===== src/pit_pkg.sv =====
// ----------------------------------------------------------------------------
// pit_pkg
// Shared types and constants of the partition index translator.
// ----------------------------------------------------------------------------
`timescale 1ns / 1ps

package pit_pkg;

    localparam int DEF_MAX_NODES    = 256;
    localparam int DEF_MAX_FAMILIES = 32;
    localparam int QUEUE_DEPTH      = 4;

    localparam logic [5:0]  NO_MARK  = 6'd63;
    localparam logic [31:0] ALL_ONES = 32'hFFFF_FFFF;

    localparam logic [1:0] ST_OK        = 2'd0;
    localparam logic [1:0] ST_NOT_IO    = 2'd1;
    localparam logic [1:0] ST_BAD_TABLE = 2'd2;

    typedef enum logic [2:0] {
        OP_REG_IO = 3'd0,
        OP_ADD    = 3'd1,
        OP_FWD    = 3'd2,
        OP_REV    = 3'd3,
        OP_SITES  = 3'd4,
        OP_RANK   = 3'd5
    } op_t;

    typedef enum logic [2:0] {
        CMD_NOP,
        CMD_REG,
        CMD_ADD,
        CMD_FWD,
        CMD_REV,
        CMD_SITES,
        CMD_RANK
    } cmd_t;

    typedef struct packed {
        cmd_t        cmd;
        logic        node_ok;
        logic        io_ok;
        logic        rank_ok;
        logic [7:0]  node;
        logic [7:0]  io_node;
        logic [4:0]  rank;
        logic [23:0] site_count;
        logic [31:0] index;
    } item_t;

    typedef enum logic [3:0] {
        S_CLEAR,
        S_IDLE,
        S_LOOK,
        S_DEC,
        S_ASCAN,
        S_FAM,
        S_FAMD,
        S_RSCAN,
        S_OUT
    } state_t;

endpackage


===== src/pit_queue.sv =====
// ----------------------------------------------------------------------------
// pit_queue
// Short queue of decoded words between the front and back parts.
// ----------------------------------------------------------------------------
`timescale 1ns / 1ps

module pit_queue (
    input  logic           aclk,
    input  logic           aresetn,
    input  logic           push,
    input  pit_pkg::item_t push_item,
    output logic           full,
    input  logic           pop,
    output logic           q_valid,
    output pit_pkg::item_t head
);
    import pit_pkg::*;

    localparam int PW = $clog2(QUEUE_DEPTH);
    localparam int CW = $clog2(QUEUE_DEPTH + 1);

    item_t           buf_reg [QUEUE_DEPTH];
    logic [PW-1:0]   wr_ptr_reg, wr_ptr_next;
    logic [PW-1:0]   rd_ptr_reg, rd_ptr_next;
    logic [CW-1:0]   cnt_reg, cnt_next;

    assign full    = (cnt_reg == CW'(QUEUE_DEPTH));
    assign q_valid = (cnt_reg != '0);
    assign head    = buf_reg[rd_ptr_reg];

    always_comb begin
        wr_ptr_next = push ? wr_ptr_reg + PW'(1) : wr_ptr_reg;
        rd_ptr_next = pop ? rd_ptr_reg + PW'(1) : rd_ptr_reg;
        cnt_next    = cnt_reg + CW'(push) - CW'(pop);
    end

    always_ff @(posedge aclk) begin
        if (!aresetn) begin
            wr_ptr_reg <= '0;
            rd_ptr_reg <= '0;
            cnt_reg    <= '0;
        end else begin
            wr_ptr_reg <= wr_ptr_next;
            rd_ptr_reg <= rd_ptr_next;
            cnt_reg    <= cnt_next;
        end
    end

    always_ff @(posedge aclk) begin
        if (push) begin
            buf_reg[wr_ptr_reg] <= push_item;
        end
    end

endmodule


===== config.mk =====
export PLATFORM = sky130hd
export DESIGN_NAME = pit_queue
export DESIGN_NICKNAME = d
export VERILOG_FILES = /design/src/pit_pkg.sv /design/src/pit_queue.sv
export SDC_FILE = /design/constraint.sdc
export NUM_CORES = 1
export LEC_CHECK = 0
export ABC_AREA = 1
export BUFFER_PORTS_ARGS = -buffer_cell sky130_fd_sc_hd__buf_2
export CAP_MARGIN = 40
export CORE_ASPECT_RATIO = 0.8
export CORE_UTILIZATION = 38
export CTS_BUF_LIST = sky130_fd_sc_hd__clkbuf_4
export CTS_CLUSTER_DIAMETER = 30
export CTS_CLUSTER_SIZE = 28
export DETAILED_ROUTE_END_ITERATION = 10
export GPL_ROUTABILITY_DRIVEN = 0
export PLACE_DENSITY = 0.59
export SLEW_MARGIN = 0
export SYNTH_ARGS = -nofsm -noshare
export SYNTH_HDL_FRONTEND = slang
export SYNTH_SLANG_ARGS = --single-unit
export TNS_END_PERCENT = 50

===== constraint.sdc =====
create_clock -name aclk -period 3.29 [get_ports aclk]
set_input_delay 0 -clock aclk [delete_from_list [all_inputs] [get_ports aclk]]
set_output_delay 0 -clock aclk [all_outputs]
set_load 0.01 [all_outputs]

== Word-level counts from Yosys, hierarchy flattened ==
Memory sizes are Yosys's and may differ from the RTL's. A register that Yosys moved wholly into a read port is not among the register bits.
Index checks and enable logic that the tools add are counted.

* Register bits after elaboration: 7
* Bits in writable memories: 332
* Output and inout bits: 85
* Word-level logic and storage cells: 14
* Memories kept: 1

{| class="wikitable"
|+ Memory list
! name !! words !! width !! rd ports !! clocked after memory_dff !! wr ports !! line !! RTL
|-
| buf_reg || 4 || 83 || 1 || 1 || 1 || pit_queue.sv:22 || <nowiki>item_t buf_reg [QUEUE_DEPTH];</nowiki>
|}

* Add/sub/neg operators: 4
* Equality and inequality tests: 1
* Multiplexer cells: 4
* Reductions and logical operators: 1

{| class="wikitable"
|+ Operator list
! operator !! number
|-
| adder 2 x 1 -> 2 bit (second input constant) || 2
|-
| 2-to-1 mux 2 bit || 2
|-
| adder 3 x 1 -> 3 bit || 1
|-
| == test 3 bit (second input constant) || 1
|-
| nonzero test 3 bit || 1
|-
| subtractor 3 x 1 -> 3 bit || 1
|-
| 2-to-1 mux 1 bit || 2
|}

== Logic depth before layout (Yosys ltp) ==
Gate-level depths: netlist of run 1.

* Depth after elaboration: 3
* Mapped depth: 8

== Least setup slack after synthesis of run 1 ==
No wires, ideal clock.

* Path kind: register to register
* Start: register wr_ptr_reg[0]
* End: memory buf_reg[2][0] in the netlist's numbering (enable)
* Library setup time: 0.437 ns
* Data arrival time: 2.195 ns
* Data required time: 2.853 ns
* Slack: 0.658 ns
* Stages on the path, launching flop included: 5
* Buffers on the path: 0
* Cells stage by stage: dfxtp_1 inv_1 ha_1 nand2_1 inv_1

{| class="wikitable"
|+ RTL lines
! what !! line !! RTL
|-
| from (decl) || pit_queue.sv:23 || <nowiki>logic [PW-1:0] wr_ptr_reg, wr_ptr_next;</nowiki>
|-
| from (signal assigned) || pit_queue.sv:43 || <nowiki>wr_ptr_reg <= wr_ptr_next;</nowiki>
|-
| to (decl) || pit_queue.sv:22 ||
|}

No word-level cell before the write port.

==> impl.org, run 1 <==
** Placed design
- Once placement finished, the instance area stood at 14,800 um2.
- In this run, placement finished with an instance count of 1,624.
- Detailed placement finished with a half-perimeter wire length of 15,300 um.
- Count of buffers inserted at the top-level ports :: 171

** Pwr
- Summed over all cells, the static leakage comes to 0.00692 uW.
- For this design the ratio of total power to cell area is 557 nW/um2.
- Switching power :: 2280 uW
- Worst ir drop on vdd :: 0.469 mV
- Internal power contribution :: 7510 uW
- Switching part of the total power :: 23.3%
- Total power consumption of the routed design :: 9790 uW
- Fraction of power consumed by sequential logic :: 51.4%
- Per report_power, the combinational group accounts for 10.5% of the total.
- Clock group share of total power :: 38.0%

** Logic synthesis
- Primary FF master, synth :: sky130_fd_sc_hd__edfxtp_1
- Count of flip-flops with a built-in enable after synthesis :: 332
- Synthesis inferred 341 register bits.
- Ranked by total cell area, the synthesized netlist is headed by sky130_fd_sc_hd__edfxtp_1 74%, sky130_fd_sc_hd__inv_1 5.0%, sky130_fd_sc_hd__nand2_1 4.9%, sky130_fd_sc_hd__o211ai_1 4.6%, sky130_fd_sc_hd__a21oi_1 3.3%.
- For this run, asynchronously set or reset flops after synthesis account for 0%.
- Summing the sequential cell areas from Yosys gives 75.2% of the chip area.
- Number of distinct library cells after synthesis :: 17
- Syn. warnings :: 0
- The most common cell in the synthesized netlist is sky130_fd_sc_hd__edfxtp_1.
- Top cell type's share of synthesized area :: 73.8%
- After synthesis, the mean cell area works out to 13.2 um2.
- Sorting the synthesized cells by how often they occur yields 332 x sky130_fd_sc_hd__edfxtp_1, 181 x sky130_fd_sc_hd__inv_1, 176 x sky130_fd_sc_hd__nand2_1, 89 x sky130_fd_sc_hd__a21oi_1, 83 x sky130_fd_sc_hd__o211ai_1.
- The number of nets in the synthesized netlist is 1,117.
- The synthesized design spends more area on one cell type than any other, namely sky130_fd_sc_hd__edfxtp_1.
- Total standard cell area after synthesis :: 13,500 um2
- Synthesis handed over a netlist of 1,023 instances.

** Drt
- Metal1 wirelength :: 12,600 um
- Length of routed met2 wiring :: 12,800 um
- Dividing the detail-routed wire length by the instance count gives 14.2 um.
- Uppermost signal routing layer after detailed routing :: met4
- In the detailed route, the total length drawn on met3 is 1370 um.
- Pre-Repair DR Iteration Count :: 4
- Final wirelength :: 27,200 um
- Final ANT Viol Nets :: 0
- Dividing the detail-routed via count by the number of cells gives 4.49.
- The final route contains 8,580 vias.
- DRC violation count after routing :: 0
- After the first detailed-routing iteration, the DRC count stood at 502.

** GRT
- Across every metal layer, demand over resource in global routing totals 15.0%.
- Antenna violations before repair :: 2
- GRT Residual Overflow :: 0
- Entering global routing, the biggest net connects 89 pins.
- First-pass GRT wire length :: 42,800 um
- The number of global-route vias before repair was 8,365.

** Final layout
- Summing all multi-input logic gate instances after layout gives 2280 um2.
- Count of placed standard cells in the final layout, fillers left out :: 1,912
- Fill cell count :: 3,077
- Net count of the finished layout :: 1,480
- Cells with a size suffix above 1 make up 20.4% of the layout.
- The register with the most flip-flops in the layout has 332 of them.
- Summing all flip-flop and latch instances after layout gives 10,200 um2.
- The area growth from synthesis to layout is 30.2%.
- Summing all non-filler instances in the final layout gives an area of 17,600 um2.

** Clock tree
- Cell chosen for the clock root :: sky130_fd_sc_hd__clkbuf_4
- The number of clock buffers added by TritonCTS is 61.
- The clock passes through at most 3 buffers.
- TritonCTS clock tree :: yes
- CTS saw 341 sinks.
- Insertion delay of the later-clocked pin in the worst-skew pair :: 730 ps
- Clock slew at reported path FFs :: 90 ps
- Gates resized during post-CTS repair numbered 0.
- The clock tree synthesis step divided the H-tree into 2 levels.

** Worst setup path
- Class of the most critical setup path :: flip-flop to output pin
- STA classifies the critical path startpoint as a flip-flop.
- Along the worst path, the maximum fanout reaches 82.
- Required time of the critical path :: 3290 ps
- Sort of element at the end of the critical path :: output pin
- Data arrives at the worst endpoint at 2480 ps.

** Hold path
- Worst min-delay path category :: primary input to flip-flop

** Die
- Die height :: 171 um
- In this run the count of I/O pins placed on the die edge is 172.
- Once the floorplan was initialized, standard cells occupied 38.7% of the core.
- In this run the horizontal extent of the chip is 213 um.
- The die covers 36,300 um2.
- The floorplan has 61 rows.
- The total area inside the core boundary comes to 34,900 um2.

** STA
- Highest Clock Rate :: 0.403 GHz
- Number of endpoints with negative hold slack in the final report :: 0
- Unrepaired setup endpoints after global routing :: false
- Measured slew at the worst slew-check pin :: 844 ps
- Remaining max-slew budget at the tightest pin :: 43.8%
- Across the routed clock network, the largest skew measured is 20.9 ps.
- Final setup fails :: 0
- Post-route minimum period :: 2480 ps
- Fin Setup TNS :: 0 ps
- Number of max-slew violations in the final report :: 0
- Fraction of the cycle the final worst path needs :: 75.4%

** Job
- Max-capacitance violation count :: 0

** Outcome
- Status :: completed
## stage by stage
| step | setup WS, ps | hold slack (ps) | util [%] |
|---|---|---|---|
| 2_1_floorplan | 658 | 91.9 | - |
| 3_3_place_gp | 1490 | 218 | 42.4 |
| 3_5_place_dp | 1470 | 218 | 42.4 |
| 4_1_cts | 688 | 5.01 | 50.4 |
| 5_1_grt | 499 | 40.1 | 50.4 |
| 6_report | 810 | 92.6 | 50.4 |
## power by group through the flow
| stage | combinational (uW) | sequential, uW | clock (uW) |
|---|---|---|---|
| 2_1_floorplan | 549 | 5100 | 0 |
| 3_3_place_gp | 875 | 5130 | 0 |
| 3_5_place_dp | 889 | 5140 | 0 |
| 4_1_cts | 1050 | 5040 | 3830 |
| 5_1_grt | 1160 | 5060 | 4030 |
| 6_report | 1030 | 5030 | 3720 |
## critical path, cell delays in order (launching register included)
cell and delay (ps):
sky130_fd_sc_hd__dfxtp_4 910, sky130_fd_sc_hd__buf_4 380, sky130_fd_sc_hd__a21oi_1 100, sky130_fd_sc_hd__o21ai_1 120
sky130_fd_sc_hd__nand2_1 80, sky130_fd_sc_hd__buf_2 150
## worst paths after layout
check | end | cells past startpoint | startpoint | slack [ps]
worst max-delay path | head[73] | 5 | flip-flop | 810
worst min-delay path | cnt_reg[2]$_SDFF_PN0_ | 4 | aresetn | 90
worst max register to register | buf_reg[3][13]$_DFFE_PP_ | 4 | wr_ptr_reg[0]$_SDFFE_PN0P_ | 1460
worst min register to register | flip-flop | 2 | rd_ptr_reg[1]$_SDFFE_PN0P_ | 450
## cell type report
type                       count  area share, %
timing repair buffer         355           15.8
clock buffer                  72           3.08
tap                          472           3.36
clock inverter                43           3.07
multi-input combinational    446           13.0
inverter                     181           3.92
sequential                   341           57.8
antenna                        2         0.0285
## placed cells by master, fill, tap and decap left out
cell	count
sky130_fd_sc_hd__clkinvlp_4	2
sky130_fd_sc_hd__clkbuf_4	72
sky130_fd_sc_hd__a21oi_1	89
sky130_fd_sc_hd__inv_4	4
sky130_fd_sc_hd__buf_4	4
sky130_fd_sc_hd__inv_1	177
sky130_fd_sc_hd__o211ai_1	83
sky130_fd_sc_hd__buf_12	9
sky130_fd_sc_hd__fa_1	1
sky130_fd_sc_hd__bufinv_16	13
sky130_fd_sc_hd__dlygate4sd3_1	171
sky130_fd_sc_hd__dfxtp_1	7
sky130_fd_sc_hd__o21ai_1	40
sky130_fd_sc_hd__o21ai_0	47
sky130_fd_sc_hd__nand2_1	176
sky130_fd_sc_hd__inv_6	1
sky130_fd_sc_hd__nand3_1	2
sky130_fd_sc_hd__nor2_1	2
sky130_fd_sc_hd__edfxtp_1	332
sky130_fd_sc_hd__ha_1	6
sky130_fd_sc_hd__clkinv_4	1
sky130_fd_sc_hd__dfxtp_4	2
sky130_fd_sc_hd__diode_2	2
sky130_fd_sc_hd__buf_2	171
sky130_fd_sc_hd__clkinv_2	15
sky130_fd_sc_hd__clkinv_1	11
## routing by layer
layer | track usage [%] | vias up
met4 | 4.91 | 0
met3 | 3.56 | 42
met1 | 20.1 | 4017
met5 | 0 | -
met2 | 24.2 | 191
li1 | - | 4330
## cell families (layout without fill, tap and decap cells)
family	Yosys count	count (layout)	synth area share (%)
flops	341	341	75.2
buf+inv	236	651	7.97
fa+ha+maj	7	7	0.704
simple gates	180	180	5.02
other cells	0	2	0
compound gates	259	259	11.1
## timing repair
action                                  in CTS  in global routing
hold buffers                               171                  0
buffers inserted                             0                  0
endpoints found under the hold margin      431                  0
endpoints found under the setup margin       0                  0
Note: power is estimated with default switching activity, not from simulation.
==> run 2, diff against run 1 <==
ABC_AREA = 0   (was 1)
PLACE_DENSITY = 0.62   (was 0.59)
clock period = 2.05 ns   (was 3.29 ns; I/O delays follow)
==> run 2 against run 1 <==
Compared with the run above:
- the run now ends with negative setup slack left
- non-clock buffer count grew 9
- flip-flop and latch count is the same
- setup slack lost 890 ps
- critical path depth shrank 1
- sequential share of layout area grew 0.71 points
- worst hold slack lost 22 ps
- clock-buffer cell count shrank 12
- largest power group unchanged
==> impl.org, run 2 <==
** Outcome
- Status :: complete, but fails checks
- The checks that failed: negative setup slack.

** STA
- Final setup fails :: 82
- The number of pins with negative max-slew slack in the final report came to 0.
- Highest Clock Rate :: 0.469 GHz
- Headroom to the max-slew limit came out at 77.5%.
- The count of final hold-check violations came to 0.
- Post-Route Skew :: 59.9 ps
- Setup slack on the critical path of the routed design comes to -80.2 ps.
- Measured slew at the worst slew-check pin :: 338 ps
- After layout, the worst path uses 104% of the clock period.
- Setup repair after global routing could not meet its margin everywhere.
- In the final timing run, aggregate negative setup slack is -3320 ps.
- Post-route minimum period :: 2130 ps

** Logic synthesis
- Flip-flop and latch count after synthesis :: 341
- Count of flip-flops with a built-in enable after synthesis :: 332
- Proportion of register bits with asynchronous set or reset after synthesis :: 0%
- The largest total area in the synthesized netlist belongs to sky130_fd_sc_hd__edfxtp_1.
- Counting distinct cell types in the post-synthesis netlist gives 19.
- Counting instances in the post-synthesis netlist gives the leading cell types as 332 x sky130_fd_sc_hd__edfxtp_1, 83 x sky130_fd_sc_hd__mux4_2, 9 x sky130_fd_sc_hd__buf_2, 9 x sky130_fd_sc_hd__dfxtp_1, 8 x sky130_fd_sc_hd__buf_6.
- Number of standard cells after synthesis :: 476
- Primary FF master, synth :: sky130_fd_sc_hd__edfxtp_1
- Sorting the synthesized cells by area gives the leading types as sky130_fd_sc_hd__edfxtp_1 80%, sky130_fd_sc_hd__mux4_2 15%, sky130_fd_sc_hd__dfxtp_1 1.5%, sky130_fd_sc_hd__buf_6 0.73%, sky130_fd_sc_hd__ha_1 0.60%.
- Of the synthesized area, sequential elements account for 81.7%.
- Syn. warnings :: 0
- Total standard cell area after synthesis :: 12,400 um2
- Of the post-synthesis cell area, the dominant cell type holds 80.3%.
- Most numerous cell in the Yosys netlist :: sky130_fd_sc_hd__edfxtp_1
- Net count after synthesis :: 570
- Syn avg cell area :: 26.1 um2

** Final layout
- Fill cell count :: 2,449
- The finished cells cover 17,400 um2.
- Most common library cell in the layout ignoring fill and taps :: sky130_fd_sc_hd__edfxtp_1
- The top cell types in the final layout, fill and taps aside, are 332 x sky130_fd_sc_hd__edfxtp_1, 169 x sky130_fd_sc_hd__dlygate4sd3_1, 103 x sky130_fd_sc_hd__buf_2.
- Fraction of final layout cells sized beyond drive strength 1 :: 41.9%
- Area added between synthesis and finish :: 39.8%
- Net count of the finished layout :: 976
- Post-layout utilization of the core :: 54.6%
- The register with the most flip-flops in the layout has 332 of them.

** GRT
- First-pass GRT wire length :: 40,200 um
- Met2 Use GR :: 27.5%
- The number of antenna violations at the first check in global routing is 2.
- Gr usage total :: 16.3%
- GRT Residual Overflow :: 0
- Entering global routing, the biggest net connects 43 pins.
- For this run, global-route usage on met3 was measured as 4.05%.
- The number of global-route vias before repair is 7,210.
- The layer flagged by global routing as most heavily used is met2.
- Global routing used 20.7% of the available met1 tracks.

** Drt
- After detailed routing, the average wire length per cell comes to 19.6 um.
- Wires add up to 26,600 um.
- For this run, design rule violations remaining after detail routing come to 0.
- Mean number of vias per cell :: 4.82
- The routed layout has 6,527 vias.
- Pre-Repair DR Iteration Count :: 4
- Initial DRC Count :: 369
- Final ANT Viol Nets :: 0

** Clock tree
- Clock slew at reported path FFs :: 100 ps
- The clock net in this run drives a total of 341 sinks.
- # H-tree levels :: 2
- The tree is rooted in a sky130_fd_sc_hd__clkbuf_4.
- Clock buffers created by TritonCTS :: 58
- Insertion delay of the later-clocked pin in the worst-skew pair :: 750 ps
- The clock passes through at most 3 buffers.
- TritonCTS clock tree :: yes

** Pwr
- Worst ir drop on vdd :: 0.588 mV
- P per Cell Area :: 913 nW/um2
- In this run the static leakage power is 0.00604 uW.

** Worst setup path
- Category of cells accounting for the largest share of critical-path delay :: multiplexers
- Worst-case register-to-register setup slack :: 280 ps
- In this run the worst setup path terminates at head[29].
- Source of the worst register-to-register timing path :: cnt_reg[0]$_SDFF_PN0_
- Number of cells traversed by the worst register-to-register path :: 6
- Counting both buffers and inverters, the worst setup path holds a total of 3.
- The signal on the critical path passes through buf_12 -> buf_16 -> mux4_2 -> buf_6.
- The largest single stage delay on the critical path is 570 ps.
- For the worst setup path, the data arrival time is 2130 ps.
- Required time of the critical path :: 2050 ps
- The setup path with the least slack is of type flip-flop to output pin.
- Critical path depth in cells :: 4
- The worst setup path is captured at an output pin.
- The worst register-to-register path ends at cnt_reg[0]$_SDFF_PN0_.
- Slowest CP cell :: sky130_fd_sc_hd__mux4_2
- Crit path launch type :: flip-flop
- Max Fanout on Critical Path :: 12

** Placed design
- Worst slack, placed :: 393 ps
- Detailed placement HPWL :: 14,100 um
- Summing all placed instances gives a cell area of 13,900 um2.
- Count of buffers inserted at the top-level ports :: 171

** Die
- The floorplan step set the die height to 164 um.
- Die Area :: 33,400 um2
- Starting utilization of the core area :: 39.1%
- Area inside the core boundary :: 31,800 um2
- From left edge to right edge, the die measures 204 um.
- The initialized floorplan defines 58 standard-cell rows.
- 172 I/O pins were placed.

** Job
- Max-capacitance violation count :: 0

** Hold path
- The startpoint identified for the worst hold timing path is push_item[79].
- Worst min-delay path category :: primary input to flip-flop
## run 2: layer usage
layer	share of wire [%]	wire length, um
met3	6.2	1660
met4	1.5	400
met5	0	0
met1	42	11300
met2	50	13300
## run 2: worst min path at each step
stage                               end  cells after the start
3_3_place_gp   buf_reg[2][15]$_DFFE_PP_                      1
6_report       buf_reg[3][79]$_DFFE_PP_                      2
3_5_place_dp   buf_reg[0][29]$_DFFE_PP_                      1
4_1_cts        buf_reg[3][79]$_DFFE_PP_                      2
2_1_floorplan   buf_reg[0][0]$_DFFE_PP_                      0
5_1_grt        buf_reg[2][48]$_DFFE_PP_                      2
## run 2: repair_timing
item,in CTS,in global routing
setup endpoints to repair,83,83
setup buffers,3,0
hold endpoints to repair,409,4
gates cloned,7,2
resized for setup,52,29
hold buffers,168,1
## run 2: area by class of cell
cell class	instances	area [um2]	share of cell area, %
sequential	341	10200	58.5
timing repair buffer	364	3530	20.3
multi-input combinational	110	2120	12.2
clock inverter	49	549	3.16
tap	420	526	3.03
clock buffer	60	450	2.59
inverter	7	26.3	0.151
antenna	3	7.51	0.0432
## run 2: metrics by stage
| step | cells | hold slack [ps] | power, uW |
|---|---|---|---|
| floorplan | 476 | 98.9 | 9130 |
| global placement | 1061 | 210 | 9730 |
| detailed placement | 1061 | 218 | 9790 |
| CTS | 1348 | 1.74 | 15900 |
| finish | 1354 | 70.7 | 15800 |
| global route | 1353 | 9.98 | 16500 |
## run 2: report_power, final
group	switching [uW]	leakage, uW	internal (uW)
Combinational	961	0.00237	1270
Clock	3010	0.000552	2520
Sequential	85.4	0.00313	8000
## run 2: cell families after synthesis
kind of cell             count (synthesis)  synth area share [%]
AND/OR/NAND/NOR                         14                 0.615
adder cells (fa/ha/maj)                  7                 0.766
multiplexers                            84                  15.1
XOR/XNOR                                 3                 0.332
AO/OA/AOI/OAI                            2                 0.121
buffers and inverters                   25                  1.33
flip-flops                             341                  81.7
==> run 3, diff against run 2 <==
CELL_PAD_IN_SITES_DETAIL_PLACEMENT = 0   (was unset)
CELL_PAD_IN_SITES_GLOBAL_PLACEMENT = 1   (was unset)
PLACE_DENSITY = 0.68   (was 0.62)
RECOVER_POWER = 25   (was unset)
==> run 3 against run 2 <==
Compared with the run above:
- the flow still finishes with violations (negative setup slack)
- maximum frequency decreased by 2.7%
- final cell count rose by 0.15%
- largest power group unchanged
- utilization is 0.19 points lower
- flip-flop and latch count unchanged
- die area is the same
- power decreased by 1.5%
- worst hold slack better by 69 ps
==> impl.org, run 3 (same netlist as run 2, synthesis figures left out) <==
** Worst setup path
- Walking the worst path, the cells encountered are buf_12 -> buf_12 -> buf_16 -> mux4_2 -> buf_6.
- Most common cell on crit path :: sky130_fd_sc_hd__buf_12
- Source of the worst register-to-register timing path :: cnt_reg[0]$_SDFF_PN0_
- STA classifies the critical path endpoint as an output pin.
- STA classifies the critical path startpoint as a flip-flop.
- In this run the worst path has a maximum fanout of 8.
- Sum of buffers and inverters on the critical path :: 4
- For this run, the slowest stage of the critical path takes 520 ps.
- Class of the most critical setup path :: flip-flop to output pin
- At the worst endpoint, the arrival time is 2190 ps.
- Category of cells accounting for the largest share of critical-path delay :: buffers and inverters
- Required time of the critical path :: 2050 ps
- Slowest CP cell :: sky130_fd_sc_hd__mux4_2

** STA
- Setup WS post-layout :: -139 ps
- Remaining max-slew budget at the tightest pin :: 72.1%
- Setup repair after global routing could not meet its margin everywhere.
- Based on the critical path, the design can be clocked at up to 0.457 GHz.
- Fin Setup TNS :: -6600 ps
- Number of max-slew violations in the final report :: 0
- Setup violations remaining at the end of the flow were counted as 83.
- Number of endpoints with negative hold slack in the final report :: 0
- Fraction of the cycle the final worst path needs :: 107%
- Post-Route Skew :: 37.5 ps
- The routed design could run at a clock period as short as 2190 ps.
- Measured slew at the worst slew-check pin :: 418 ps

** Clock tree
- The tree built by TritonCTS fans out to 341 sinks.
- Cell chosen for the clock root :: sky130_fd_sc_hd__clkbuf_4
- Clock latency on the worst-skew pair, taken at its later pin, is 710 ps.
- TritonCTS created 57 clock buffers.
- TritonCTS clock tree :: yes
- Clock-pin slew was measured on the worst setup and hold paths at 90 ps.
- # H-tree levels :: 2
- CTS max path bufs :: 3

** Drt
- Final ANT Viol Nets :: 0
- After detailed routing, the number of vias per cell comes to 4.76.
- Before antenna repair, the detailed router went through 4 iterations.
- DRC violation count after routing :: 0
- Final wirelength :: 26,300 um
- The detailed router placed 6,448 vias in this run.
- Dividing the detail-routed wire length by the instance count gives 19.4 um.
- Initial DRC Count :: 245

** Final layout
- Area added between synthesis and finish :: 39.3%
- Most common library cell in the layout ignoring fill and taps :: sky130_fd_sc_hd__edfxtp_1
- In the final layout, the share of cells above drive strength 1 is 40.6%.
- The filler cells instantiated in the layout total 2,439.
- Commonest non-fill, non-tap cells in the layout :: 332 x sky130_fd_sc_hd__edfxtp_1, 172 x sky130_fd_sc_hd__dlygate4sd3_1, 92 x sky130_fd_sc_hd__buf_2
- Sequential cell area :: 10,200 um2
- Net count of the finished layout :: 982
- The finished layout holds 1,356 standard cells, fillers aside.
- The register with the most flip-flops in the layout has 332 of them.
- Area used by multi-input combinational logic :: 2120 um2
- Post-layout utilization of the core :: 54.4%

** GRT
- Number of global-route vias before repair :: 7,251
- Gr usage total :: 16.0%
- The number of antenna violations at the first check in global routing is 1.
- GRT Residual Overflow :: 0
- The first global-routing pass estimated 39,800 um of wire.
- Entering global routing, the biggest net connects 64 pins.

** Die
- In this run the vertical extent of the chip is 164 um.
- In this run the core area contains 58 standard-cell rows.
- Die Span X :: 204 um
- Die Area :: 33,400 um2
- The initial utilization of the core area, before any placement, comes to 39.1%.
- Top Ports :: 172
- Area inside the core boundary :: 31,800 um2

** Placed design
- Input and output buffers added on the ports amount to 171.
- Once placement completed, the tool counted placed cells totaling 1,062.
- Timing analysis after detailed placement gives a worst setup slack of 438 ps.
- Detailed placement HPWL :: 13,900 um

** Outcome
- Violated checks :: negative setup slack
- Status :: complete, but fails checks

** Pwr
- Power spread over the standard cell area amounts to 902 nW/um2.
- The worst-case IR drop observed on VDD is 0.654 mV.
- LEAKAGE :: 0.00600 uW

** Job
- The tool flagged a number of max-cap violations equal to 0.

** Hold path
- HP Start :: push_item[82]
- Worst min-delay path category :: primary input to flip-flop
[run 3: cell types whose count changed in the layout (fill, tap and decap cells not counted), moves of 3 or more]
cell	before	now
sky130_fd_sc_hd__buf_2	103	92
sky130_fd_sc_hd__clkbuf_1	0	9
sky130_fd_sc_hd__inv_8	9	0
sky130_fd_sc_hd__buf_4	0	7
sky130_fd_sc_hd__clkinv_2	5	11
sky130_fd_sc_hd__inv_6	15	9
sky130_fd_sc_hd__clkbuf_4	60	64
sky130_fd_sc_hd__clkinvlp_4	1	5
sky130_fd_sc_hd__clkinv_4	6	3
sky130_fd_sc_hd__dlygate4sd3_1	169	172
[run 3: power by group]
group	switching, uW	total (uW)	internal [uW]
Combinational	946	2220	1270
Sequential	86.0	8080	8000
Clock	2660	5320	2660
Total	3690	15600	11900
[run 3: final timing paths]
check | slack (ps) | endpoint | cells after the start
min | 140 | buf_reg[2][82]$_DFFE_PP_ | 2
max | -140 | head[31] | 5
min reg2reg | 530 | flip-flop | 2
max reg2reg | 290 | cnt_reg[0]$_SDFF_PN0_ | 6
[run 3: what timing repair did]
item                                   4_1_cts  5_1_grt
buffers inserted                             6        2
setup endpoints to repair                   83       83
resized for setup                           58       27
gates cloned                                 5        3
hold buffers                               171        1
endpoints found under the hold margin      525        2
[run 3: layout make-up]
class / instances / area share, %
Tap cell: 420 / 3.04
Antenna cell: 1 / 0.0145
Timing Repair Buffer: 371 / 20.4
Inverter: 7 / 0.152
Clock buffer: 64 / 2.78
Sequential cell: 341 / 58.7
Clock inverter: 42 / 2.66
Multi-Input combinational cell: 110 / 12.2
[run 3: worst register-to-register path, cell delays in order (launching register included)]
cell	delay, ps
sky130_fd_sc_hd__dfxtp_1	350
sky130_fd_sc_hd__inv_1	70
sky130_fd_sc_hd__ha_1	270
sky130_fd_sc_hd__inv_1	40
sky130_fd_sc_hd__ha_1	250
sky130_fd_sc_hd__dlygate4sd3_1	540
sky130_fd_sc_hd__and2_1	130
[run 3: per-stage QoR]
step | power (uW) | hold slack, ps | cell area, um2
after global placement | 9720 | 208 | 13900
final | 15600 | 139 | 17300
after floorplan | 9130 | 98.9 | 12400
after global routing | 16300 | 81.7 | 17300
after CTS | 15700 | 1.16 | 17100
after detailed placement | 9780 | 217 | 13900
[run 3: metal layers]
metal	routed length, um	global-route usage (%)	vias to the layer above
li1	-	-	2907
met1	10600	18.8	3332
met2	13800	28.5	168
met3	1430	4.25	41
met4	450	5.29	0
met5	0	0	-
